$ cat src/design/ttb_pkg.sv
// ----------------------------------------------------------------------------
// ttb_pkg
// shared constants, controller states and command/status words for the
// triangle tangent basis unit
// ----------------------------------------------------------------------------
package ttb_pkg;

    localparam int COORD_WIDTH_DEF = 32;
    localparam int UV_WIDTH_DEF    = 16;
    localparam int UV_FRAC         = 12;
    localparam int OUT_WIDTH       = 32;
    localparam int DIV_CNT_W       = $clog2(OUT_WIDTH);
    localparam int COMP_W          = 3;

    typedef logic [COMP_W-1:0] comp_t;

    // component codes: determinant, then tangent xyz, then bitangent xyz
    localparam comp_t COMP_DET   = comp_t'(0);
    localparam comp_t COMP_TAN_X = comp_t'(1);
    localparam comp_t COMP_BIT_X = comp_t'(4);
    localparam comp_t COMP_LAST  = comp_t'(6);

    typedef enum logic [7:0] {
        S_IDLE  = 8'b0000_0001,
        S_MUL0  = 8'b0000_0010,
        S_MUL1  = 8'b0000_0100,
        S_ACC   = 8'b0000_1000,
        S_PREP  = 8'b0001_0000,
        S_DIV   = 8'b0010_0000,
        S_ROUND = 8'b0100_0000,
        S_DONE  = 8'b1000_0000
    } state_t;

    typedef struct packed {
        logic  hold_wr;
        logic  hold_sel;
        logic  edge_ld;
        logic  mul_en;
        logic  mul_j;
        logic  acc_ld;
        logic  acc_sub;
        logic  det_ld;
        logic  degen_set;
        logic  div_init;
        logic  sat_wr;
        logic  div_step;
        logic  round_wr;
        logic  out_ld;
        comp_t comp;
    } cmd_t;

    typedef struct packed {
        logic acc_zero;
        logic ovf;
        logic out_busy;
    } stat_t;

endpackage

$ cat src/design/ttb_vertex_if.sv
// ----------------------------------------------------------------------------
// ttb_vertex_if
// vertex channel: position, texture coordinate and mesh end marker
// ----------------------------------------------------------------------------
interface ttb_vertex_if #(
    parameter int COORD_WIDTH = ttb_pkg::COORD_WIDTH_DEF,
    parameter int UV_WIDTH    = ttb_pkg::UV_WIDTH_DEF
);
    logic                          valid;
    logic                          ready;
    logic signed [COORD_WIDTH-1:0] pos_x;
    logic signed [COORD_WIDTH-1:0] pos_y;
    logic signed [COORD_WIDTH-1:0] pos_z;
    logic signed [UV_WIDTH-1:0]    tex_u;
    logic signed [UV_WIDTH-1:0]    tex_v;
    logic                          mesh_end;

    modport source (output valid, pos_x, pos_y, pos_z, tex_u, tex_v, mesh_end,
                    input ready);
    modport sink   (input valid, pos_x, pos_y, pos_z, tex_u, tex_v, mesh_end,
                    output ready);
endinterface

$ cat src/design/ttb_result_if.sv
// ----------------------------------------------------------------------------
// ttb_result_if
// result channel: tangent, bitangent and flags of one triangle
// ----------------------------------------------------------------------------
interface ttb_result_if;
    logic                                 valid;
    logic                                 ready;
    logic signed [ttb_pkg::OUT_WIDTH-1:0] tangent_x;
    logic signed [ttb_pkg::OUT_WIDTH-1:0] tangent_y;
    logic signed [ttb_pkg::OUT_WIDTH-1:0] tangent_z;
    logic signed [ttb_pkg::OUT_WIDTH-1:0] bitangent_x;
    logic signed [ttb_pkg::OUT_WIDTH-1:0] bitangent_y;
    logic signed [ttb_pkg::OUT_WIDTH-1:0] bitangent_z;
    logic                                 degenerate;
    logic                                 clipped;

    modport source (output valid, tangent_x, tangent_y, tangent_z, bitangent_x,
                    bitangent_y, bitangent_z, degenerate, clipped, input ready);
    modport sink   (input valid, tangent_x, tangent_y, tangent_z, bitangent_x,
                    bitangent_y, bitangent_z, degenerate, clipped, output ready);
endinterface

$ cat src/design/ttb_controller.sv
// ----------------------------------------------------------------------------
// ttb_controller
// vertex slot tracking and the sequencer for products and division steps
// ----------------------------------------------------------------------------
module ttb_controller (
    input  logic           clk,
    input  logic           rst_n,
    input  logic           in_valid,
    input  logic           in_mesh_end,
    output logic           in_ready,
    input  ttb_pkg::stat_t stat,
    output ttb_pkg::cmd_t  cmd
);

    localparam logic [ttb_pkg::DIV_CNT_W-1:0] CNT_LAST =
        ttb_pkg::DIV_CNT_W'(ttb_pkg::OUT_WIDTH - 1);

    ttb_pkg::state_t                 state_reg, state_next;
    logic [1:0]                      slot_reg, slot_next;
    ttb_pkg::comp_t                  comp_reg, comp_next;
    logic [ttb_pkg::DIV_CNT_W-1:0]   cnt_reg, cnt_next;

    always_ff @(posedge clk or negedge rst_n)
    begin
        if (!rst_n)
        begin
            state_reg <= ttb_pkg::S_IDLE;
            slot_reg  <= 2'd0;
            comp_reg  <= ttb_pkg::COMP_DET;
            cnt_reg   <= '0;
        end
        else
        begin
            state_reg <= state_next;
            slot_reg  <= slot_next;
            comp_reg  <= comp_next;
            cnt_reg   <= cnt_next;
        end
    end

    always_comb
    begin
        cmd        = '0;
        cmd.comp   = comp_reg;
        in_ready   = 1'b0;
        state_next = state_reg;
        slot_next  = slot_reg;
        comp_next  = comp_reg;
        cnt_next   = cnt_reg;
        unique case (state_reg)
            ttb_pkg::S_IDLE:
            begin
                in_ready = 1'b1;
                if (in_valid)
                begin
                    if (slot_reg == 2'd0 || slot_reg == 2'd1)
                    begin
                        cmd.hold_wr  = 1'b1;
                        cmd.hold_sel = slot_reg[0];
                        slot_next    = in_mesh_end ? 2'd0 : slot_reg + 2'd1;
                    end
                    else
                    begin
                        cmd.edge_ld = 1'b1;
                        slot_next   = 2'd0;
                        comp_next   = ttb_pkg::COMP_DET;
                        state_next  = ttb_pkg::S_MUL0;
                    end
                end
            end
            ttb_pkg::S_MUL0:
            begin
                cmd.mul_en = 1'b1;
                state_next = ttb_pkg::S_MUL1;
            end
            ttb_pkg::S_MUL1:
            begin
                cmd.acc_ld = 1'b1;
                cmd.mul_en = 1'b1;
                cmd.mul_j  = 1'b1;
                state_next = ttb_pkg::S_ACC;
            end
            ttb_pkg::S_ACC:
            begin
                cmd.acc_sub = 1'b1;
                state_next  = ttb_pkg::S_PREP;
            end
            ttb_pkg::S_PREP:
            begin
                priority if (comp_reg == ttb_pkg::COMP_DET)
                begin
                    cmd.det_ld = 1'b1;
                    if (stat.acc_zero)
                    begin
                        cmd.degen_set = 1'b1;
                        state_next    = ttb_pkg::S_DONE;
                    end
                    else
                    begin
                        comp_next  = ttb_pkg::COMP_TAN_X;
                        state_next = ttb_pkg::S_MUL0;
                    end
                end
                else if (stat.ovf)
                begin
                    // quotient cannot fit, saturate without dividing
                    cmd.sat_wr = 1'b1;
                    if (comp_reg == ttb_pkg::COMP_LAST)
                        state_next = ttb_pkg::S_DONE;
                    else
                    begin
                        comp_next  = comp_reg + ttb_pkg::comp_t'(1);
                        state_next = ttb_pkg::S_MUL0;
                    end
                end
                else
                begin
                    cmd.div_init = 1'b1;
                    cnt_next     = '0;
                    state_next   = ttb_pkg::S_DIV;
                end
            end
            ttb_pkg::S_DIV:
            begin
                cmd.div_step = 1'b1;
                cnt_next     = cnt_reg + 1'b1;
                if (cnt_reg == CNT_LAST)
                    state_next = ttb_pkg::S_ROUND;
            end
            ttb_pkg::S_ROUND:
            begin
                cmd.round_wr = 1'b1;
                if (comp_reg == ttb_pkg::COMP_LAST)
                    state_next = ttb_pkg::S_DONE;
                else
                begin
                    comp_next  = comp_reg + ttb_pkg::comp_t'(1);
                    state_next = ttb_pkg::S_MUL0;
                end
            end
            ttb_pkg::S_DONE:
            begin
                if (!stat.out_busy)
                begin
                    cmd.out_ld = 1'b1;
                    state_next = ttb_pkg::S_IDLE;
                end
            end
            default:
            begin
                state_next = ttb_pkg::S_IDLE;
            end
        endcase
    end

endmodule

$ cat src/design/ttb_datapath.sv
// ----------------------------------------------------------------------------
// ttb_datapath
// held vertices, edge deltas, shared multiplier with accumulator, restoring
// divider with rounding and saturation, result staging and output register
// ----------------------------------------------------------------------------
module ttb_datapath #(
    parameter int COORD_WIDTH = ttb_pkg::COORD_WIDTH_DEF,
    parameter int UV_WIDTH    = ttb_pkg::UV_WIDTH_DEF
) (
    input  logic           clk,
    input  logic           rst_n,
    ttb_vertex_if.sink     vtx,
    ttb_result_if.source   res,
    input  ttb_pkg::cmd_t  cmd,
    output ttb_pkg::stat_t stat
);

    localparam int OW   = ttb_pkg::OUT_WIDTH;
    localparam int CW   = COORD_WIDTH;
    localparam int UVD  = UV_WIDTH + 1;
    localparam int AW   = ((COORD_WIDTH > UV_WIDTH) ? COORD_WIDTH : UV_WIDTH) + 1;
    localparam int PW   = AW + UVD;
    localparam int ACCW = PW + 1;
    localparam int NW   = ACCW + ttb_pkg::UV_FRAC;
    localparam int DW   = 2 * UVD + 1;
    localparam int XW   = (NW > DW + OW) ? NW : DW + OW;

    localparam logic [OW-1:0] POS_MAX = {1'b0, {(OW-1){1'b1}}};
    localparam logic [OW-1:0] NEG_MIN = ~POS_MAX;

    // held vertices 0 and 1
    logic signed [CW-1:0]       pos_reg [2][3];
    logic signed [UV_WIDTH-1:0] uv_reg  [2][2];

    logic signed [CW:0]    e1_reg [3];
    logic signed [CW:0]    e2_reg [3];
    logic signed [UVD-1:0] a1_reg, b1_reg, a2_reg, b2_reg;

    logic signed [PW-1:0]   prod_reg;
    logic signed [ACCW-1:0] acc_reg;
    logic [DW-1:0]          d_reg;
    logic                   det_neg_reg;
    logic                   neg_reg;
    logic [DW-1:0]          rem_reg;
    logic [OW-1:0]          qsh_reg;
    logic                   degen_reg, clip_reg;
    logic [OW-1:0]          stage_reg [6];

    logic                   out_valid_reg;
    logic [OW-1:0]          out_reg [6];
    logic                   out_degen_reg, out_clip_reg;

    logic signed [CW-1:0]   in_pos [3];
    logic [1:0]             axis;
    logic signed [AW-1:0]   op_a;
    logic signed [UVD-1:0]  op_b;
    logic signed [PW-1:0]   prod_c;
    logic [ACCW-1:0]        acc_mag;
    logic [XW-1:0]          n_ext, d_ext;
    logic                   neg_c;
    logic [DW:0]            div_t, div_d;
    logic                   div_ge;
    logic [DW:0]            div_diff;
    logic                   rbit;
    logic [OW:0]            mag, lim;
    logic                   rclip;
    logic [OW-1:0]          rval, rres, sat_val;
    logic [2:0]             widx;

    assign in_pos[0] = vtx.pos_x;
    assign in_pos[1] = vtx.pos_y;
    assign in_pos[2] = vtx.pos_z;

    // operand selection for the shared multiplier
    always_comb
    begin
        axis = 2'd0;
        if (cmd.comp >= ttb_pkg::COMP_BIT_X)
            axis = 2'(cmd.comp - ttb_pkg::COMP_BIT_X);
        else if (cmd.comp >= ttb_pkg::COMP_TAN_X)
            axis = 2'(cmd.comp - ttb_pkg::COMP_TAN_X);
        priority if (cmd.comp == ttb_pkg::COMP_DET)
        begin
            op_a = cmd.mul_j ? AW'(b1_reg) : AW'(a1_reg);
            op_b = cmd.mul_j ? a2_reg : b2_reg;
        end
        else if (cmd.comp < ttb_pkg::COMP_BIT_X)
        begin
            op_a = cmd.mul_j ? AW'(e2_reg[axis]) : AW'(e1_reg[axis]);
            op_b = cmd.mul_j ? b1_reg : b2_reg;
        end
        else
        begin
            op_a = cmd.mul_j ? AW'(e1_reg[axis]) : AW'(e2_reg[axis]);
            op_b = cmd.mul_j ? a2_reg : a1_reg;
        end
    end

    assign prod_c  = PW'(op_a) * PW'(op_b);
    assign acc_mag = acc_reg[ACCW-1] ? ACCW'(-acc_reg) : ACCW'(acc_reg);
    assign n_ext   = XW'({acc_mag, {ttb_pkg::UV_FRAC{1'b0}}});
    assign d_ext   = XW'(d_reg) << OW;
    assign neg_c   = acc_reg[ACCW-1] ^ det_neg_reg;
    assign sat_val = neg_c ? NEG_MIN : POS_MAX;

    // one restoring step
    assign div_t    = {rem_reg, qsh_reg[OW-1]};
    assign div_d    = {1'b0, d_reg};
    assign div_ge   = div_t >= div_d;
    assign div_diff = div_t - div_d;

    // round half away from zero on magnitude, then clamp
    assign rbit  = {rem_reg, 1'b0} >= div_d;
    assign mag   = {1'b0, qsh_reg} + (OW+1)'(rbit);
    assign lim   = neg_reg ? {1'b0, NEG_MIN} : {1'b0, POS_MAX};
    assign rclip = mag > lim;
    assign rval  = rclip ? lim[OW-1:0] : mag[OW-1:0];
    assign rres  = neg_reg ? -rval : rval;

    assign widx = 3'(cmd.comp - ttb_pkg::COMP_TAN_X);

    assign stat.acc_zero = (acc_reg == '0);
    assign stat.ovf      = (n_ext >= d_ext);
    assign stat.out_busy = out_valid_reg && !res.ready;

    always_ff @(posedge clk)
    begin
        if (cmd.hold_wr)
        begin
            for (int i = 0; i < 3; i++)
                pos_reg[cmd.hold_sel][i] <= in_pos[i];
            uv_reg[cmd.hold_sel][0] <= vtx.tex_u;
            uv_reg[cmd.hold_sel][1] <= vtx.tex_v;
        end
        if (cmd.edge_ld)
        begin
            for (int i = 0; i < 3; i++)
            begin
                e1_reg[i] <= (CW+1)'(pos_reg[1][i]) - (CW+1)'(pos_reg[0][i]);
                e2_reg[i] <= (CW+1)'(in_pos[i]) - (CW+1)'(pos_reg[0][i]);
            end
            a1_reg <= UVD'(uv_reg[1][0]) - UVD'(uv_reg[0][0]);
            b1_reg <= UVD'(uv_reg[1][1]) - UVD'(uv_reg[0][1]);
            a2_reg <= UVD'(vtx.tex_u) - UVD'(uv_reg[0][0]);
            b2_reg <= UVD'(vtx.tex_v) - UVD'(uv_reg[0][1]);
        end
        if (cmd.mul_en)
            prod_reg <= prod_c;
        if (cmd.acc_ld)
            acc_reg <= ACCW'(prod_reg);
        else if (cmd.acc_sub)
            acc_reg <= acc_reg - ACCW'(prod_reg);
        if (cmd.det_ld)
        begin
            d_reg       <= acc_mag[DW-1:0];
            det_neg_reg <= acc_reg[ACCW-1];
        end
        if (cmd.div_init)
        begin
            rem_reg <= n_ext[OW +: DW];
            qsh_reg <= n_ext[OW-1:0];
            neg_reg <= neg_c;
        end
        else if (cmd.div_step)
        begin
            rem_reg <= div_ge ? div_diff[DW-1:0] : div_t[DW-1:0];
            qsh_reg <= {qsh_reg[OW-2:0], div_ge};
        end
        if (cmd.sat_wr)
            stage_reg[widx] <= sat_val;
        else if (cmd.round_wr)
            stage_reg[widx] <= rres;
        if (cmd.out_ld)
        begin
            for (int i = 0; i < 6; i++)
                out_reg[i] <= degen_reg ? '0 : stage_reg[i];
            out_degen_reg <= degen_reg;
            out_clip_reg  <= clip_reg && !degen_reg;
        end
    end

    always_ff @(posedge clk or negedge rst_n)
    begin
        if (!rst_n)
        begin
            degen_reg     <= 1'b0;
            clip_reg      <= 1'b0;
            out_valid_reg <= 1'b0;
        end
        else
        begin
            if (cmd.edge_ld)
            begin
                degen_reg <= 1'b0;
                clip_reg  <= 1'b0;
            end
            else
            begin
                if (cmd.degen_set)
                    degen_reg <= 1'b1;
                if (cmd.sat_wr || (cmd.round_wr && rclip))
                    clip_reg <= 1'b1;
            end
            if (cmd.out_ld)
                out_valid_reg <= 1'b1;
            else if (res.ready)
                out_valid_reg <= 1'b0;
        end
    end

    assign res.valid       = out_valid_reg;
    assign res.tangent_x   = out_reg[0];
    assign res.tangent_y   = out_reg[1];
    assign res.tangent_z   = out_reg[2];
    assign res.bitangent_x = out_reg[3];
    assign res.bitangent_y = out_reg[4];
    assign res.bitangent_z = out_reg[5];
    assign res.degenerate  = out_degen_reg;
    assign res.clipped     = out_clip_reg;

endmodule

$ cat src/design/triangle_tangent_basis_unit.sv
// ----------------------------------------------------------------------------
// triangle_tangent_basis_unit
// per-triangle tangent and bitangent from positions and texture coordinates
// ----------------------------------------------------------------------------
//  channel  dir  word                                         handshake
//  vtx      in   pos_x/y/z, tex_u/v, mesh_end                 valid/ready
//  res      out  tangent_x/y/z, bitangent_x/y/z, degenerate,  valid/ready
//                clipped
//
//  first and second vertex of a triangle: stored in the held vertex registers
//  third vertex: for the determinant and six components, two products on
//  the shared multiplier, then for each component the restoring divider
//  unless the quotient saturates; degenerate triangles stop at the determinant
//  a finished result waits in the output register; vertices of the next
//  triangle are taken meanwhile, its word then waits in the sequencer for
//  the output register before further vertices are taken
//  asynchronous active-low reset clears the slot counter and the sequencer
// ----------------------------------------------------------------------------
module triangle_tangent_basis_unit #(
    parameter int COORD_WIDTH = ttb_pkg::COORD_WIDTH_DEF,
    parameter int UV_WIDTH    = ttb_pkg::UV_WIDTH_DEF
) (
    input  logic         clk,
    input  logic         rst_n,
    ttb_vertex_if.sink   vtx,
    ttb_result_if.source res
);

    ttb_pkg::cmd_t  cmd;
    ttb_pkg::stat_t stat;
    logic           ready;

    ttb_controller u_ctl (
        .clk         (clk),
        .rst_n       (rst_n),
        .in_valid    (vtx.valid),
        .in_mesh_end (vtx.mesh_end),
        .in_ready    (ready),
        .stat        (stat),
        .cmd         (cmd)
    );

    ttb_datapath #(
        .COORD_WIDTH (COORD_WIDTH),
        .UV_WIDTH    (UV_WIDTH)
    ) u_dp (
        .clk   (clk),
        .rst_n (rst_n),
        .vtx   (vtx),
        .res   (res),
        .cmd   (cmd),
        .stat  (stat)
    );

    assign vtx.ready = ready;

    // a degenerate word carries zero vectors and no clip
    a_degen_zero: assert property (@(posedge clk) disable iff (!rst_n)
        res.valid && res.degenerate |-> res.tangent_x == '0 && res.tangent_y == '0
            && res.tangent_z == '0 && res.bitangent_x == '0
            && res.bitangent_y == '0 && res.bitangent_z == '0 && !res.clipped)
        else $error("degenerate word with nonzero content");

    // output register never overwritten while a word waits
    a_no_overwrite: assert property (@(posedge clk) disable iff (!rst_n)
        cmd.out_ld |-> !(res.valid && !res.ready))
        else $error("result overwritten before it was taken");

    // no vertex taken while the divider runs
    a_busy_stall: assert property (@(posedge clk) disable iff (!rst_n)
        cmd.div_step |-> !vtx.ready)
        else $error("vertex taken during division");

endmodule
$ cat src/flat_wrapper.sv
// flat-port wrapper written by rule: the top's interface ports become plain ports
module triangle_tangent_basis_unit_flat 
#(
    parameter int COORD_WIDTH = ttb_pkg::COORD_WIDTH_DEF,
    parameter int UV_WIDTH    = ttb_pkg::UV_WIDTH_DEF
)
  (clk, rst_n, vtx_valid, vtx_pos_x, vtx_pos_y, vtx_pos_z, vtx_tex_u, vtx_tex_v, vtx_mesh_end, vtx_ready, res_valid, res_tangent_x, res_tangent_y, res_tangent_z, res_bitangent_x, res_bitangent_y, res_bitangent_z, res_degenerate, res_clipped, res_ready);
  ttb_vertex_if #(.COORD_WIDTH(COORD_WIDTH), .UV_WIDTH(UV_WIDTH)) vtx_i ();
  ttb_result_if res_i ();
  input  logic clk;
  input  logic rst_n;
  input wire logic [$bits(vtx_i.valid)-1:0] vtx_valid;
  input wire logic [$bits(vtx_i.pos_x)-1:0] vtx_pos_x;
  input wire logic [$bits(vtx_i.pos_y)-1:0] vtx_pos_y;
  input wire logic [$bits(vtx_i.pos_z)-1:0] vtx_pos_z;
  input wire logic [$bits(vtx_i.tex_u)-1:0] vtx_tex_u;
  input wire logic [$bits(vtx_i.tex_v)-1:0] vtx_tex_v;
  input wire logic [$bits(vtx_i.mesh_end)-1:0] vtx_mesh_end;
  output wire logic [$bits(vtx_i.ready)-1:0] vtx_ready;
  output wire logic [$bits(res_i.valid)-1:0] res_valid;
  output wire logic [$bits(res_i.tangent_x)-1:0] res_tangent_x;
  output wire logic [$bits(res_i.tangent_y)-1:0] res_tangent_y;
  output wire logic [$bits(res_i.tangent_z)-1:0] res_tangent_z;
  output wire logic [$bits(res_i.bitangent_x)-1:0] res_bitangent_x;
  output wire logic [$bits(res_i.bitangent_y)-1:0] res_bitangent_y;
  output wire logic [$bits(res_i.bitangent_z)-1:0] res_bitangent_z;
  output wire logic [$bits(res_i.degenerate)-1:0] res_degenerate;
  output wire logic [$bits(res_i.clipped)-1:0] res_clipped;
  input wire logic [$bits(res_i.ready)-1:0] res_ready;
  assign vtx_i.valid = vtx_valid;
  assign vtx_i.pos_x = vtx_pos_x;
  assign vtx_i.pos_y = vtx_pos_y;
  assign vtx_i.pos_z = vtx_pos_z;
  assign vtx_i.tex_u = vtx_tex_u;
  assign vtx_i.tex_v = vtx_tex_v;
  assign vtx_i.mesh_end = vtx_mesh_end;
  assign vtx_ready = vtx_i.ready;
  assign res_valid = res_i.valid;
  assign res_tangent_x = res_i.tangent_x;
  assign res_tangent_y = res_i.tangent_y;
  assign res_tangent_z = res_i.tangent_z;
  assign res_bitangent_x = res_i.bitangent_x;
  assign res_bitangent_y = res_i.bitangent_y;
  assign res_bitangent_z = res_i.bitangent_z;
  assign res_degenerate = res_i.degenerate;
  assign res_clipped = res_i.clipped;
  assign res_i.ready = res_ready;
  triangle_tangent_basis_unit #(.COORD_WIDTH(COORD_WIDTH), .UV_WIDTH(UV_WIDTH)) u_core (.clk(clk), .rst_n(rst_n), .vtx(vtx_i), .res(res_i));
endmodule
$ cat config.mk
export PLATFORM = sky130hd
export DESIGN_NAME = triangle_tangent_basis_unit_flat
export DESIGN_NICKNAME = d
export VERILOG_FILES = /design/src/design/ttb_pkg.sv /design/src/design/ttb_vertex_if.sv /design/src/design/ttb_result_if.sv /design/src/design/ttb_controller.sv /design/src/design/ttb_datapath.sv /design/src/design/triangle_tangent_basis_unit.sv /design/src/flat_wrapper.sv
export SDC_FILE = /design/constraint.sdc
export NUM_CORES = 2
export LEC_CHECK = 0
export BUFFER_PORTS_ARGS = -buffer_cell sky130_fd_sc_hd__buf_2
export CAP_MARGIN = 20
export CORE_UTILIZATION = 64
export CTS_BUF_LIST = sky130_fd_sc_hd__clkbuf_16
export CTS_CLUSTER_SIZE = 16
export DETAILED_ROUTE_END_ITERATION = 6
export MAX_ROUTING_LAYER = met4
export PLACE_DENSITY = 0.82
export SLEW_MARGIN = 20
export SYNTH_ARGS = -nofsm -noshare
export SYNTH_HDL_FRONTEND = slang
export SYNTH_SLANG_ARGS = --single-unit
$ cat constraint.sdc
create_clock -name clk -period 24.4 [get_ports clk]
set_clock_uncertainty 0.1 [all_clocks]
set_input_delay 3.66 -clock clk [delete_from_list [all_inputs] [get_ports clk]]
set_output_delay 3.66 -clock clk [all_outputs]
set_load 0.03 [all_outputs]
==> flow_results.xml <==
<?xml version="1.0" encoding="UTF-8"?>
<metrics>
  <group name="yosys">
    <metric name="synth.area.mux_share" unit="">0.01786</metric>
    <metric name="ys_async_sr_fraction" unit="">0.01852</metric>
    <metric name="adder_cell_fraction_of_synth_area" unit="">0.2219</metric>
    <metric name="synth_top_family_by_area" unit="">adder cells</metric>
    <metric name="yosys_most_used_dff" unit="">sky130_fd_sc_hd__edfxtp_1</metric>
    <metric name="synth_top_area_cell" unit="">sky130_fd_sc_hd__edfxtp_1</metric>
    <metric name="synth_fp_nets" unit="">8599</metric>
    <metric name="yosys_warnings" unit="">0</metric>
    <metric name="synth.area.top_cells" unit="">sky130_fd_sc_hd__edfxtp_1, sky130_fd_sc_hd__fa_1, sky130_fd_sc_hd__ha_1</metric>
    <metric name="synth_cells" unit="">7383</metric>
    <metric name="synth_compound_area_frac" unit="">0.1124</metric>
    <metric name="synth_enable_flop_cells" unit="">1097</metric>
    <metric name="synth-seq-cells" unit="">1134</metric>
    <metric name="netlist-cell-type-count" unit="">88</metric>
    <metric name="synth.top_cell.area_share" unit="">0.4139</metric>
    <metric name="post_synth_and_or_nand_nor_area_fraction" unit="">0.1230</metric>
    <metric name="post_synth.cell_area_avg" unit="µm²">10.78</metric>
    <metric name="synth.cell_area" unit="µm²">79600</metric>
    <metric name="synthesized_area_fraction_occupied_by_xor_and_xnor_cells" unit="">0.04511</metric>
    <metric name="synth-seq-area-share" unit="">0.4245</metric>
  </group>
  <group name="sta">
    <metric name="setup_total_negative_slack" unit="ns">0</metric>
    <metric name="grt_setup_unrepaired" unit="">false</metric>
    <metric name="setup_viol_count_final" unit="">0</metric>
    <metric name="achievable-frequency" unit="MHz">86.42</metric>
    <metric name="timing.final.crit_period" unit="ns">11.57</metric>
    <metric name="tightest_slew" unit="ns">1.220</metric>
    <metric name="period_share" unit="">0.4742</metric>
    <metric name="hold_violations" unit="">0</metric>
    <metric name="layout_setup_ws" unit="ns">12.83</metric>
    <metric name="drv_slew" unit="">0</metric>
    <metric name="hold-worst-slack" unit="ns">0.3814</metric>
    <metric name="relSlewSlack" unit="">0.1866</metric>
  </group>
  <group name="finish">
    <metric name="drive_gt1_frac" unit="">0.08959</metric>
    <metric name="final_cell_mix" unit="">sky130_fd_sc_hd__edfxtp_1, sky130_fd_sc_hd__inv_1, sky130_fd_sc_hd__nand2_1, sky130_fd_sc_hd__nor2_1, sky130_fd_sc_hd__fa_1</metric>
    <metric name="stdcell_area" unit="µm²">87090</metric>
    <metric name="layout_commonest_cell" unit="">sky130_fd_sc_hd__edfxtp_1</metric>
    <metric name="nNetsFinal" unit="">8885</metric>
    <metric name="filler_cell_count" unit="">8691</metric>
    <metric name="syn_to_final_growth" unit="%">9.411</metric>
  </group>
  <group name="place">
    <metric name="post-place-ws" unit="ns">12.80</metric>
    <metric name="place.port_buffers" unit="">328</metric>
    <metric name="detailed_place_hpwl" unit="µm">151900</metric>
    <metric name="placed_area" unit="µm²">83170</metric>
    <metric name="final_estimated_routing_congestion_in_global_placement" unit="">0.9924</metric>
  </group>
  <group name="drt">
    <metric name="detailroute.via_count" unit="">56460</metric>
    <metric name="firstDrtPassIters" unit="">6</metric>
    <metric name="postRouteAntennaNets" unit="">0</metric>
    <metric name="post-route-drc-count" unit="">0</metric>
    <metric name="number_of_violations_reported_at_the_end_of_detailed_routing_iteration_0" unit="">4900</metric>
    <metric name="finalWirelength" unit="µm">202200</metric>
    <metric name="wl_per_cell" unit="µm">21.47</metric>
    <metric name="avgViaCountPerCell" unit="">5.996</metric>
  </group>
  <group name="floorplan">
    <metric name="dieArea" unit="µm²">125800</metric>
    <metric name="floorplan.io_pins" unit="">329</metric>
    <metric name="floorplan.die.width" unit="µm">354.7</metric>
    <metric name="fp.coreArea" unit="µm²">123500</metric>
    <metric name="placement_rows" unit="">129</metric>
    <metric name="initial_utilization" unit="">0.6446</metric>
    <metric name="floorplan.die.height" unit="µm">354.7</metric>
  </group>
  <group name="clock_tree">
    <metric name="cts_num_sinks" unit="">1134</metric>
    <metric name="clkTransAtPathRegs" unit="ns">0.06</metric>
    <metric name="cts_setup_buffers" unit="">0</metric>
    <metric name="clock-root-buffer" unit="">sky130_fd_sc_hd__clkbuf_16</metric>
    <metric name="cts_htree_levels" unit="">3</metric>
    <metric name="post_cts_resized" unit="">0</metric>
    <metric name="cts-buffers-inserted" unit="">115</metric>
    <metric name="insertion_delay" unit="ns">0.78</metric>
    <metric name="tritoncts_clock_tree" unit="">done</metric>
    <metric name="clockBufferDepth" unit="">3</metric>
    <metric name="cts_hold_repair.buffers" unit="">0</metric>
  </group>
  <group name="global_routing">
    <metric name="grt_pass1_vias" unit="">56810</metric>
    <metric name="antenna_violations_before_repair" unit="">9</metric>
    <metric name="gr-total-overflow" unit="">0</metric>
    <metric name="grt_pass1_wl" unit="µm">313400</metric>
    <metric name="grt_util_all_layers" unit="">0.3315</metric>
    <metric name="grt_start_max_net_pins" unit="">129</metric>
  </group>
  <group name="critical_path">
    <metric name="worstSetupEndpointType" unit="">register</metric>
    <metric name="regToRegStartpoint" unit="">u_core.u_ctl.state_reg[1]$_DFFE_PN0P_</metric>
    <metric name="timing.critical_path.from_type" unit="">register</metric>
    <metric name="path_common_cell" unit="">sky130_fd_sc_hd__fa_1</metric>
    <metric name="worst-path-max-fanout" unit="">50</metric>
    <metric name="critical_path.max_stage_delay" unit="ns">0.94</metric>
    <metric name="slowest_stage" unit="">sky130_fd_sc_hd__fa_1</metric>
    <metric name="crit_start" unit="">u_core.u_ctl.state_reg[1]$_DFFE_PN0P_</metric>
    <metric name="cp_data_required_time" unit="ns">24.81</metric>
    <metric name="cp.arrival" unit="ns">11.98</metric>
    <metric name="crit_type" unit="">register to register</metric>
  </group>
  <group name="hold_path">
    <metric name="hold_path.startpoint" unit="">u_core.u_ctl.slot_reg[1]$_DFFE_PN0P_</metric>
    <metric name="hp-class" unit="">register to register</metric>
  </group>
  <group name="run">
    <metric name="drv_cap" unit="">0</metric>
  </group>
  <group name="run_status">
    <metric name="outcome" unit="">completed</metric>
  </group>
</metrics>
[path summary, 6_finish.rpt]
check | slack, ns | cells after the start | end
max in group asynchronous | 20.81 | 1 | u_core.u_dp.degen_reg$_DFFE_PN0P_
min | 0.38 | 2 | u_core.u_ctl.slot_reg[1]$_DFFE_PN0P_
min reg2reg | 0.38 | 2 | u_core.u_ctl.slot_reg[1]$_DFFE_PN0P_
max | 12.83 | 34 | u_core.u_dp.prod_reg[47]$_DFFE_PP_
max reg2reg | 12.83 | 34 | u_core.u_dp.prod_reg[47]$_DFFE_PP_
min in group asynchronous | 2.86 | 1 | u_core.u_dp.clip_reg$_DFFE_PN0P_
[stage by stage]
| stage | std cells | util |
|---|---|---|
| floorplan | 7383 | - |
| global placement | 9184 | 0.6735 |
| detailed placement | 9185 | 0.6736 |
| CTS | 9402 | 0.7042 |
| global route | 9416 | 0.7053 |
| finish | 9417 | 0.7053 |
[critical path: cells and delay by family, from the launching register on]
family / cells / cell delay [ns]
xor+xnor: 2 / 0.31
simple gates: 7 / 1.23
buf+inv: 8 / 2.61
fa+ha+maj: 7 / 3.99
mux: 1 / 0.64
compound gates: 9 / 1.94
flops: 1 / 0.41
[cell families (layout without fill, tap and decap cells)]
logic type	count (synthesis)	count (layout)
flip-flops	1134	1134
AO/OA/AOI/OAI	1417	1417
AND/OR/NAND/NOR	2072	2072
buffers and inverters	1170	1556
XOR/XNOR	410	410
adder cells (fa/ha/maj)	1083	1083
multiplexers	97	97
other	0	11
[area by class of cell]
cell class                 instances  area [µm²]  area share
multi-input combinational       5079       41680      0.4786
inverter                         950        3566     0.04095
timing repair buffer             389        2188     0.02513
clock buffer                     116        2903     0.03333
antenna                           11       27.53   0.0003161
sequential                      1134       33790      0.3880
clock inverter                   101       878.3     0.01009
tap                             1637        2048     0.02352
[synthesized netlist by cell type (all sizes together), types with 40 or more instances]
cell and count:
edfxtp 1097, inv 948, nand2 682, nor2 569, fa 548, ha 535
a21oi 418, o21ai 334, xnor2 286, nor2b 278, clkbuf 200, a21o 172
xor2 124, o21a 116, nand3 90, nand2b 79, nor3 79, nand4 53
mux2i 52, a211oi 45, or3 45, o211ai 42, and3 40
[routing by layer]
| metal | vias up | global-route usage | part of all wire |
|---|---|---|---|
| met5 | - | - | 0 |
| met4 | 0 | 0.1438 | 0.047 |
| met3 | 468 | 0.04329 | 0.065 |
| met2 | 2307 | 0.5575 | 0.50 |
| met1 | 27680 | 0.4022 | 0.39 |
| li1 | 26010 | - | - |
Power is not shown: default switching activity piles up to over one toggle a cycle in this logic, so the estimate is an artifact.
